`src/fbpa_pkg.sv`:
```
// Shared types and constants of the fixed block pool allocator.
`timescale 1ns / 1ps
`default_nettype none
package fbpa_pkg;

  localparam int unsigned BLOCKS  = 256;
  localparam int unsigned ADDR_W  = 32;
  localparam int unsigned SIZE_W  = 16;
  localparam int unsigned CNT_W   = 9;
  localparam int unsigned IDX_W   = $clog2(BLOCKS);
  localparam int unsigned LINK_W  = IDX_W + 1;          // {last, next index}
  localparam int unsigned OFF_W   = SIZE_W + IDX_W;     // offset inside the pool
  localparam int unsigned STEP_W  = $clog2(IDX_W);
  localparam int unsigned RES_W   = ADDR_W + 2;
  localparam int unsigned MIN_BLOCK_BYTES = 4;

  typedef enum logic [1:0] {
    OP_INIT  = 2'd0,
    OP_ALLOC = 2'd1,
    OP_FREE  = 2'd2
  } op_e;

  typedef enum logic [1:0] {
    REG_POOL_BASE   = 2'd0,
    REG_BLOCK_SIZE  = 2'd1,
    REG_BLOCK_COUNT = 2'd2
  } cfg_reg_e;

  typedef enum logic {
    ALU_MAC = 1'b0,   // a + b[SIZE_W-1:0] * c
    ALU_SUB = 1'b1    // a - b, top bit is the borrow
  } alu_op_e;

  typedef struct packed {
    alu_op_e           op;
    logic [ADDR_W:0]   a;
    logic [ADDR_W:0]   b;
    logic [CNT_W-1:0]  c;
  } alu_req_t;

  typedef enum logic [3:0] {
    S_IDLE,
    S_INIT_CHK,
    S_INIT_LINK,
    S_ALLOC_RD,
    S_ALLOC_UPD,
    S_FREE_LO,
    S_FREE_HI,
    S_FREE_DIV,
    S_FREE_PUSH,
    S_OUT
  } state_e;

endpackage
`default_nettype wire

```
`src/fbpa_ram.sv`:
```
// Generic single-write, single-read RAM with registered read data.
`timescale 1ns / 1ps
`default_nettype none
module fbpa_ram #(
  parameter int unsigned WIDTH = 8,
  parameter int unsigned DEPTH = 256
) (
  input  wire logic                     clk_i,
  input  wire logic                     we_i,
  input  wire logic [$clog2(DEPTH)-1:0] waddr_i,
  input  wire logic [WIDTH-1:0]         wdata_i,
  input  wire logic                     re_i,
  input  wire logic [$clog2(DEPTH)-1:0] raddr_i,
  output logic      [WIDTH-1:0]         rdata_o
);

  logic [WIDTH-1:0] mem [DEPTH];

  always_ff @(posedge clk_i) begin
    if (we_i) begin
      mem[waddr_i] <= wdata_i;
    end
    if (re_i) begin
      rdata_o <= mem[raddr_i];
    end
  end

endmodule
`default_nettype wire

```
`src/fbpa_alu.sv`:
```
// Shared multiply-add / subtract unit of the allocator sequencer.
`timescale 1ns / 1ps
`default_nettype none
module fbpa_alu (
  input  wire fbpa_pkg::alu_req_t          req_i,
  output logic [fbpa_pkg::RES_W-1:0]       res_o
);
  import fbpa_pkg::*;

  logic [SIZE_W+CNT_W-1:0] prod;

  assign prod = req_i.b[SIZE_W-1:0] * req_i.c;

  always_comb begin
    unique case (req_i.op)
      ALU_MAC: res_o = {1'b0, req_i.a} + RES_W'(prod);
      ALU_SUB: res_o = {1'b0, req_i.a} - {1'b0, req_i.b};
      default: res_o = '0;
    endcase
  end

endmodule
`default_nettype wire

```
`src/fixed_block_pool_allocator_core.sv`:
```
// Top level of the fixed block pool allocator: sequencer, state and result register.
// A pool of number_of_blocks equal blocks starting at pool_base, kept as a LIFO
// free list of block indices in a 256 x 9 link RAM ({last flag, next index}).
// Each input item carries an opcode in s_axis_tuser (init, alloc, free) and, for
// free, a byte address in s_axis_tdata; each item gives exactly one result item.
// Items are handled one at a time; s_axis_tready is high only while the
// sequencer is idle, and a finished result waits in the output register so the
// next item can be taken meanwhile. Steps from accept to result valid:
//   init  : a check, then one link RAM write per block
//   alloc : RAM read of the head link, then its registered read data
//   free  : two range compares, one quotient bit per cycle, then the push
//   other : straight to the result
// The steps are set by the single shared subtract/multiply-add unit, which
// produces one quotient bit per cycle for the block index of a free, and by the
// one RAM write port that the init link sweep uses. The link RAM needs no
// clearing pass: only entries written by init are ever linked.
// Configuration writes (pool_base, size_of_block, number_of_blocks) take effect
// on the next init and must be made while the block is idle.
`timescale 1ns / 1ps
`default_nettype none
module fixed_block_pool_allocator_core (
  input  wire logic        clk_i,
  input  wire logic        rst_ni,
  // configuration write port
  input  wire logic        cfg_we_i,
  input  wire logic [1:0]  cfg_idx_i,
  input  wire logic [31:0] cfg_wdata_i,
  // input items
  input  wire logic        s_axis_tvalid,
  output logic             s_axis_tready,
  input  wire logic [31:0] s_axis_tdata,   // [31:0] block_address
  input  wire logic [1:0]  s_axis_tuser,   // [1:0] opcode
  // result items
  output logic             m_axis_tvalid,
  input  wire logic        m_axis_tready,
  output logic [47:0]      m_axis_tdata,   // [31:0] granted_address, [40:32] blocks_free
  output logic [0:0]       m_axis_tuser    // [0] success
);
  import fbpa_pkg::*;

  // configuration registers
  logic [ADDR_W-1:0] cfg_base_q, cfg_base_d;
  logic [SIZE_W-1:0] cfg_size_q, cfg_size_d;
  logic [CNT_W-1:0]  cfg_count_q, cfg_count_d;

  // pool state
  logic [ADDR_W-1:0] act_base_q, act_base_d;
  logic [SIZE_W-1:0] act_size_q, act_size_d;
  logic [CNT_W-1:0]  act_count_q, act_count_d;
  logic [ADDR_W:0]   act_end_q, act_end_d;
  logic [IDX_W-1:0]  head_q, head_d;
  logic              empty_q, empty_d;
  logic [CNT_W-1:0]  tally_q, tally_d;

  // per-item working registers
  state_e            state_q, state_d;
  logic [ADDR_W-1:0] op_addr_q, op_addr_d;
  logic [OFF_W-1:0]  rem_q, rem_d;
  logic [IDX_W-1:0]  quo_q, quo_d;
  logic [STEP_W-1:0] step_q, step_d;
  logic [IDX_W-1:0]  link_idx_q, link_idx_d;
  logic              res_ok_q, res_ok_d;
  logic [ADDR_W-1:0] res_addr_q, res_addr_d;

  // output register
  logic              m_valid_q, m_valid_d;
  logic [47:0]       m_data_q, m_data_d;
  logic              m_ok_q, m_ok_d;

  // shared unit and link RAM
  alu_req_t          alu_req;
  logic [RES_W-1:0]  alu_res;
  logic              ram_we, ram_re;
  logic [IDX_W-1:0]  ram_waddr, ram_raddr;
  logic [LINK_W-1:0] ram_wdata, ram_rdata;

  logic              in_acc, out_free;
  logic [SIZE_W-1:0] size_eff;
  logic              init_fail, lo_fail, hi_fail, link_last;
  logic [IDX_W-1:0]  link_nxt;

  fbpa_alu u_alu (
    .req_i (alu_req),
    .res_o (alu_res)
  );

  fbpa_ram #(
    .WIDTH (LINK_W),
    .DEPTH (BLOCKS)
  ) u_link_ram (
    .clk_i   (clk_i),
    .we_i    (ram_we),
    .waddr_i (ram_waddr),
    .wdata_i (ram_wdata),
    .re_i    (ram_re),
    .raddr_i (ram_raddr),
    .rdata_o (ram_rdata)
  );

  assign s_axis_tready = (state_q == S_IDLE);
  assign in_acc        = s_axis_tvalid && s_axis_tready;
  assign out_free      = !m_valid_q || m_axis_tready;

  assign m_axis_tvalid = m_valid_q;
  assign m_axis_tdata  = m_data_q;
  assign m_axis_tuser  = m_ok_q;

  // block size is raised to the minimum at init
  assign size_eff = (cfg_size_q < SIZE_W'(MIN_BLOCK_BYTES)) ? SIZE_W'(MIN_BLOCK_BYTES)
                                                            : cfg_size_q;

  // alu holds base + size * count in the init check; region may end at 2^32 exactly
  assign init_fail = (cfg_count_q == '0) || (cfg_count_q > CNT_W'(BLOCKS)) ||
                     (cfg_base_q == '0) || alu_res[RES_W-1] ||
                     (alu_res[ADDR_W] && (alu_res[ADDR_W-1:0] != '0));

  // free: zero address, no pool yet, or below base (borrow)
  assign lo_fail = (op_addr_q == '0) || (act_count_q == '0) || alu_res[RES_W-1];
  // free: at or past the end of the region (no borrow)
  assign hi_fail = !alu_res[RES_W-1];

  assign link_last = ((CNT_W'(link_idx_q) + CNT_W'(1)) == act_count_q);
  assign link_nxt  = link_last ? '0 : link_idx_q + IDX_W'(1);

  // next state
  always_comb begin
    state_d = state_q;
    unique case (state_q)
      S_IDLE: begin
        if (in_acc) begin
          unique case (s_axis_tuser)
            OP_INIT:  state_d = S_INIT_CHK;
            OP_ALLOC: state_d = S_ALLOC_RD;
            OP_FREE:  state_d = S_FREE_LO;
            default:  state_d = S_OUT;
          endcase
        end
      end
      S_INIT_CHK:  state_d = init_fail ? S_OUT : S_INIT_LINK;
      S_INIT_LINK: state_d = link_last ? S_OUT : S_INIT_LINK;
      S_ALLOC_RD:  state_d = empty_q ? S_OUT : S_ALLOC_UPD;
      S_ALLOC_UPD: state_d = S_OUT;
      S_FREE_LO:   state_d = lo_fail ? S_OUT : S_FREE_HI;
      S_FREE_HI:   state_d = hi_fail ? S_OUT : S_FREE_DIV;
      S_FREE_DIV:  state_d = (step_q == '0) ? S_FREE_PUSH : S_FREE_DIV;
      S_FREE_PUSH: state_d = S_OUT;
      S_OUT:       state_d = out_free ? S_IDLE : S_OUT;
      default:     state_d = S_IDLE;
    endcase
  end

  // datapath and outputs
  always_comb begin
    cfg_base_d  = cfg_base_q;
    cfg_size_d  = cfg_size_q;
    cfg_count_d = cfg_count_q;
    act_base_d  = act_base_q;
    act_size_d  = act_size_q;
    act_count_d = act_count_q;
    act_end_d   = act_end_q;
    head_d      = head_q;
    empty_d     = empty_q;
    tally_d     = tally_q;
    op_addr_d   = op_addr_q;
    rem_d       = rem_q;
    quo_d       = quo_q;
    step_d      = step_q;
    link_idx_d  = link_idx_q;
    res_ok_d    = res_ok_q;
    res_addr_d  = res_addr_q;
    m_valid_d   = m_valid_q;
    m_data_d    = m_data_q;
    m_ok_d      = m_ok_q;

    alu_req.op  = ALU_SUB;
    alu_req.a   = '0;
    alu_req.b   = '0;
    alu_req.c   = '0;

    ram_we      = 1'b0;
    ram_waddr   = link_idx_q;
    ram_wdata   = '0;
    ram_re      = 1'b0;
    ram_raddr   = head_q;

    if (cfg_we_i) begin
      unique case (cfg_idx_i)
        REG_POOL_BASE:   cfg_base_d  = cfg_wdata_i;
        REG_BLOCK_SIZE:  cfg_size_d  = cfg_wdata_i[SIZE_W-1:0];
        REG_BLOCK_COUNT: cfg_count_d = cfg_wdata_i[CNT_W-1:0];
        default: ;
      endcase
    end

    unique case (state_q)
      S_IDLE: begin
        if (in_acc) begin
          op_addr_d  = s_axis_tdata;
          res_ok_d   = 1'b0;
          res_addr_d = '0;
        end
      end
      S_INIT_CHK: begin
        alu_req.op = ALU_MAC;
        alu_req.a  = {1'b0, cfg_base_q};
        alu_req.b  = (ADDR_W+1)'(size_eff);
        alu_req.c  = cfg_count_q;
        if (!init_fail) begin
          act_base_d  = cfg_base_q;
          act_size_d  = size_eff;
          act_count_d = cfg_count_q;
          act_end_d   = alu_res[ADDR_W:0];
          tally_d     = cfg_count_q;
          head_d      = '0;
          empty_d     = 1'b0;
          link_idx_d  = '0;
        end
      end
      S_INIT_LINK: begin
        ram_we     = 1'b1;
        ram_waddr  = link_idx_q;
        ram_wdata  = {link_last, link_nxt};
        link_idx_d = link_idx_q + IDX_W'(1);
        if (link_last) begin
          res_ok_d = 1'b1;
        end
      end
      S_ALLOC_RD: begin
        alu_req.op = ALU_MAC;
        alu_req.a  = {1'b0, act_base_q};
        alu_req.b  = (ADDR_W+1)'(act_size_q);
        alu_req.c  = CNT_W'(head_q);
        if (!empty_q) begin
          ram_re     = 1'b1;
          ram_raddr  = head_q;
          res_addr_d = alu_res[ADDR_W-1:0];
        end
      end
      S_ALLOC_UPD: begin
        if (ram_rdata[LINK_W-1]) begin
          empty_d = 1'b1;
        end else begin
          head_d = ram_rdata[IDX_W-1:0];
        end
        if (tally_q != '0) begin
          tally_d = tally_q - CNT_W'(1);
        end
        res_ok_d = 1'b1;
      end
      S_FREE_LO: begin
        alu_req.a = {1'b0, op_addr_q};
        alu_req.b = {1'b0, act_base_q};
        rem_d     = alu_res[OFF_W-1:0];
      end
      S_FREE_HI: begin
        alu_req.a = {1'b0, op_addr_q};
        alu_req.b = act_end_q;
        quo_d     = '0;
        step_d    = STEP_W'(IDX_W - 1);
      end
      S_FREE_DIV: begin
        // restoring division, one quotient bit per cycle
        alu_req.a = (ADDR_W+1)'(rem_q);
        alu_req.b = (ADDR_W+1)'(act_size_q) << step_q;
        if (!alu_res[RES_W-1]) begin
          rem_d         = alu_res[OFF_W-1:0];
          quo_d[step_q] = 1'b1;
        end
        step_d = step_q - STEP_W'(1);
      end
      S_FREE_PUSH: begin
        // off a block boundary: remainder left
        if (rem_q == '0) begin
          ram_we    = 1'b1;
          ram_waddr = quo_q;
          ram_wdata = {empty_q, head_q};
          head_d    = quo_q;
          empty_d   = 1'b0;
          if (tally_q < CNT_W'(BLOCKS)) begin
            tally_d = tally_q + CNT_W'(1);
          end
          res_ok_d  = 1'b1;
        end
      end
      S_OUT: ;
      default: ;
    endcase

    // result register: load when the slot is free, else drain on ready
    if ((state_q == S_OUT) && out_free) begin
      m_valid_d = 1'b1;
      m_data_d  = {7'b0, tally_q, res_addr_q};
      m_ok_d    = res_ok_q;
    end else if (m_axis_tready) begin
      m_valid_d = 1'b0;
    end
  end

  always_ff @(posedge clk_i or negedge rst_ni) begin
    if (!rst_ni) begin
      state_q     <= S_IDLE;
      cfg_base_q  <= '0;
      cfg_size_q  <= SIZE_W'(MIN_BLOCK_BYTES);
      cfg_count_q <= CNT_W'(1);
      act_base_q  <= '0;
      act_size_q  <= SIZE_W'(MIN_BLOCK_BYTES);
      act_count_q <= '0;
      act_end_q   <= '0;
      head_q      <= '0;
      empty_q     <= 1'b1;
      tally_q     <= '0;
      m_valid_q   <= 1'b0;
    end else begin
      state_q     <= state_d;
      cfg_base_q  <= cfg_base_d;
      cfg_size_q  <= cfg_size_d;
      cfg_count_q <= cfg_count_d;
      act_base_q  <= act_base_d;
      act_size_q  <= act_size_d;
      act_count_q <= act_count_d;
      act_end_q   <= act_end_d;
      head_q      <= head_d;
      empty_q     <= empty_d;
      tally_q     <= tally_d;
      m_valid_q   <= m_valid_d;
    end
  end

  always_ff @(posedge clk_i) begin
    op_addr_q  <= op_addr_d;
    rem_q      <= rem_d;
    quo_q      <= quo_d;
    step_q     <= step_d;
    link_idx_q <= link_idx_d;
    res_ok_q   <= res_ok_d;
    res_addr_q <= res_addr_d;
    m_data_q   <= m_data_d;
    m_ok_q     <= m_ok_d;
  end

endmodule
`default_nettype wire

```
`config.mk`:
```
export PLATFORM = sky130hd
export DESIGN_NAME = fixed_block_pool_allocator_core
export DESIGN_NICKNAME = d
export VERILOG_FILES = /design/src/fbpa_pkg.sv /design/src/fbpa_ram.sv /design/src/fbpa_alu.sv /design/src/fixed_block_pool_allocator_core.sv
export SDC_FILE = /design/constraint.sdc
export NUM_CORES = 2
export LEC_CHECK = 0
export BUFFER_PORTS_ARGS = -buffer_cell sky130_fd_sc_hd__buf_2
export CORE_MARGIN = 2
export CORE_UTILIZATION = 30
export DETAILED_ROUTE_END_ITERATION = 10
export PLACE_DENSITY_LB_ADDON = 0.05
export SLEW_MARGIN = 20
export SYNTH_ARGS = -nofsm -noshare
export SYNTH_HDL_FRONTEND = slang
export SYNTH_SLANG_ARGS = --single-unit
```
`constraint.sdc`:
```
create_clock -name clk_i -period 12.5 [get_ports clk_i]
set_input_delay 1.875 -clock clk_i [delete_from_list [all_inputs] [get_ports clk_i]]
set_output_delay 1.875 -clock clk_i [all_outputs]
set_load 0.02 [all_outputs]
```
==> metrics.md <==
| Metric | Value |
|---|---|
| IO Pins | 124 |
| Combinational power share | 0.6% |
| Slew of the pin with the lowest slew margin | 1.21 ns |
| Num CTS Buffers | 315 |
| IO buf count | 116 |
| Maximum buffer depth of the clock tree | 4 |
| Die H | 614 um |
| Initial antenna violation count | 27 |
| Final WL | 361000 um |
| CTS Hold Bufs | 0 |
| Clock latency on the worst-skew pair | 0.91 ns |
| Crit path capture type | flop |
| CP delay by family, top | compound AO/OA/AOI/OAI gates |
| Die Area | 0.377 sq mm |
| Post-synth EDFFs | 2463 |
| Worst setup SP type | flop |
| Worst reg2reg setup slack | 1.82 ns |
| Vias/cell | 5.10 |
| Reg power frac | 51.3% |
| CP arrival | 11.43 ns |
| Synth cell types | 83 |
| Worst hold stages | 0 |
| Number of max-cap violations | 0 |
| Fraction of layout cells with a size suffix above 1 | 26.2% |
| Register area share after synthesis | 70.1% |
| Global-route wire length before repair | 502000 um |
| Final Cycle Share | 85.4% |
| Synth top area share | 66.3% |
| Delay of the slowest critical-path stage | 0.86 ns |
| Worst-path clk slew | 0.06 ns |
| Fill cells | 34700 |
| Synthesis-to-layout area growth | 15.1% |
| Most used cell along the critical path | fa_1 |
| Reg2Reg Launch Point | state_q[1] |
| Layout Utilization | 34.8% |
| CTS H-tree lvls | 5 |
| Vias in the first global route | 59900 |
| Most common cell after layout, fill and taps aside | edfxtp_1 |
| Most frequent cells in the layout | edfxtp_1, mux4_2, nor2_1 |
| Top FF cell, synth | edfxtp_1 |
| Area of the multi-input gates | 0.0318 sq mm |
| Fin Hold WS | 0.418 ns |
| Tmin final | 10.68 ns |
| Crit path depth | 26 |
| Worst path bufs/invs | 3 |
| CP Class | reg -> reg |
| Core area | 0.370 sq mm |
| Terminus of the critical flop-to-flop path | head_q[4] |
| Status | finished, final reports clean |
| Largest net degree at the start of global routing | 190 |
| Die width | 614 um |
| Final Wtd Congestion | 0.859 |
| GRT Overall Usage | 19.0% |
| Total design power | 18.7 mW |
| Clock sink total | 2633 |
| Slew Limit Fails | 0 |
| # DRC | 0 |
| Power share of the clock group | 48.0% |
| Grt total ovfl | 0 |
| Post-route setup slack | 1.82 ns |
| Net Sw Frac | 20.8% |
| Register area | 0.0782 sq mm |
| Area contributors post-synth | edfxtp_1, mux4_2, dfrtp_1 |
| Half-perimeter wire length after placement | 231000 um |
| CP Max Fanout | 43 |
| HP Start | res_addr_q[13] |
| Clk root buf | clkbuf_16 |
| Yosys warnings | 0 |
| Setup crit start | state_q[1] |
| Total number of vias | 57900 |
| Initial DRC count | 5457 |
| Critical Path RT | 13.25 ns |
| Starting Density | 30.2% |
| Mapped Area | 0.112 sq mm |
| Fmax | 93.7 MHz |
| Min-Delay Endpoint | m_axis_tdata[13] |
| Leakage | 39.8 nW |
| Internal power | 14.8 mW |
| Pre-CTS WS | 1.92 ns |
| Async SR Flop Fraction | 6.46% |
| Mean Syn Cell Area | 18.9 sq um |
| Drt first pass iters | 6 |
| Max-Slew Margin vs Limit | 18.8% |
| Yosys top cell by area | edfxtp_1 |
| Clock skew | 0.0621 ns |
| PD cells | 146 mW/mm^2 |
| NumNets Final | 6437 |
| RSZ-0062 raised after global routing | false |
| CTS tree | yes |
| Final hold violations | 0 |
| Reg2Reg Depth | 26 |
| Post-CTS setup buffers | 0 |
| Row count | 223 |
| Post-detailed-route count of antenna-violating nets | 0 |
| Drt wl/cell | 31.8 um |
| HP Class | reg -> reg |
| Register bit total from synthesis | 2633 |
| Peak VDD IR | 0.000102 V |
| Post_cts resized | 0 |
| Gate Count Post-Synth | 5912 |
| CP max-delay cell | a21oi_1 |
| Final setup viols | 0 |
| Sw power | 3.89 mW |
-- final cells by class --
class	instances	share of cell area, %
diodes	8	0.0156
clock buffers	396	6.59
clock inverters	173	1.16
inverters	154	0.450
multi-input cells	2790	24.7
flip-flops and latches	2633	60.9
well taps	4950	4.82
repair buffers	247	1.34
-- cell families after synthesis --
logic type	count (synthesis)	share of synthesized area, %
other	1	0.00336
xor gates and xnor gates	59	0.463
and+or+nand+nor	1046	4.20
adders and majority gates	223	3.32
buffers and inverters	495	1.72
AOI/OAI and AO/OA	514	3.03
muxes	941	17.2
DFF	2633	70.1
-- cells in the mapped netlist, drive strengths merged (10+ instances only) --
cell type / number
buf: 74
a31oi: 21
nand2b: 31
inv: 154
edfxtp: 2463
o31ai: 13
and3: 17
nand3: 38
nand2: 302
a21o: 21
o21ai: 137
nor2b: 12
mux2i: 25
fa: 122
mux2: 151
a22oi: 40
and4: 15
a21oi: 121
nor2: 445
nor4: 36
a222oi: 21
xnor2: 34
nor3: 27
and2: 36
or2: 27
o21a: 15
mux4: 765
a211oi: 14
a211o: 10
xor2: 25
nand4: 31
o211ai: 18
ha: 101
clkbuf: 267
dfrtp: 166
-- metrics by stage --
step,area [sq um],setup TNS [ns],cells
CTS,128000,0,11300
global route,128000,0,11300
global placement,118000,0,10800
finish,129000,0,11400
floorplan,112000,-2417.27,5918
detailed placement,118000,0,10800
-- routing by layer --
| layer | track usage [%] | part of all wire (%) |
|---|---|---|
| met1 | 27.6 | 47 |
| met2 | 30.1 | 47 |
| met3 | 2.79 | 4.6 |
| met4 | 4.04 | 2.2 |
| met5 | 0 | 0.0047 |
-- registers in the layout, summed over array words and instances, names as in the netlist, 8 cells and up --
signal              count
act_base_q             32
act_count_q             9
act_end_q              33
act_size_q             16
cfg_base_q             32
cfg_count_q             9
cfg_size_q             16
head_q                  8
link_idx_q              8
m_axis_tdata           41
op_addr_q              32
quo_q                   8
rem_q                  24
res_addr_q             32
tally_q                 9
u_link_ram.mem       2304
u_link_ram.rdata_o      9
-- worst max path at each step --
stage,to,slack [ns]
after floorplan,u_link_ram.mem[0][0],-1.18
after global placement,head_q[1],2.14
after detailed placement,head_q[4],1.92
after CTS,head_q[4],1.88
after global routing,head_q[3],1.50
final,head_q[4],1.82
-- power by group through the flow --
stage | combinational [mW] | sequential (mW) | clock, mW
global placement | 0.118 | 9.79 | 0
global route | 0.128 | 9.60 | 9.58
finish | 0.118 | 9.61 | 8.99
detailed placement | 0.119 | 9.79 | 0
CTS | 0.120 | 9.61 | 9.26
floorplan | 0.0609 | 9.74 | 0
Note: power is estimated with default switching activity, not from simulation.
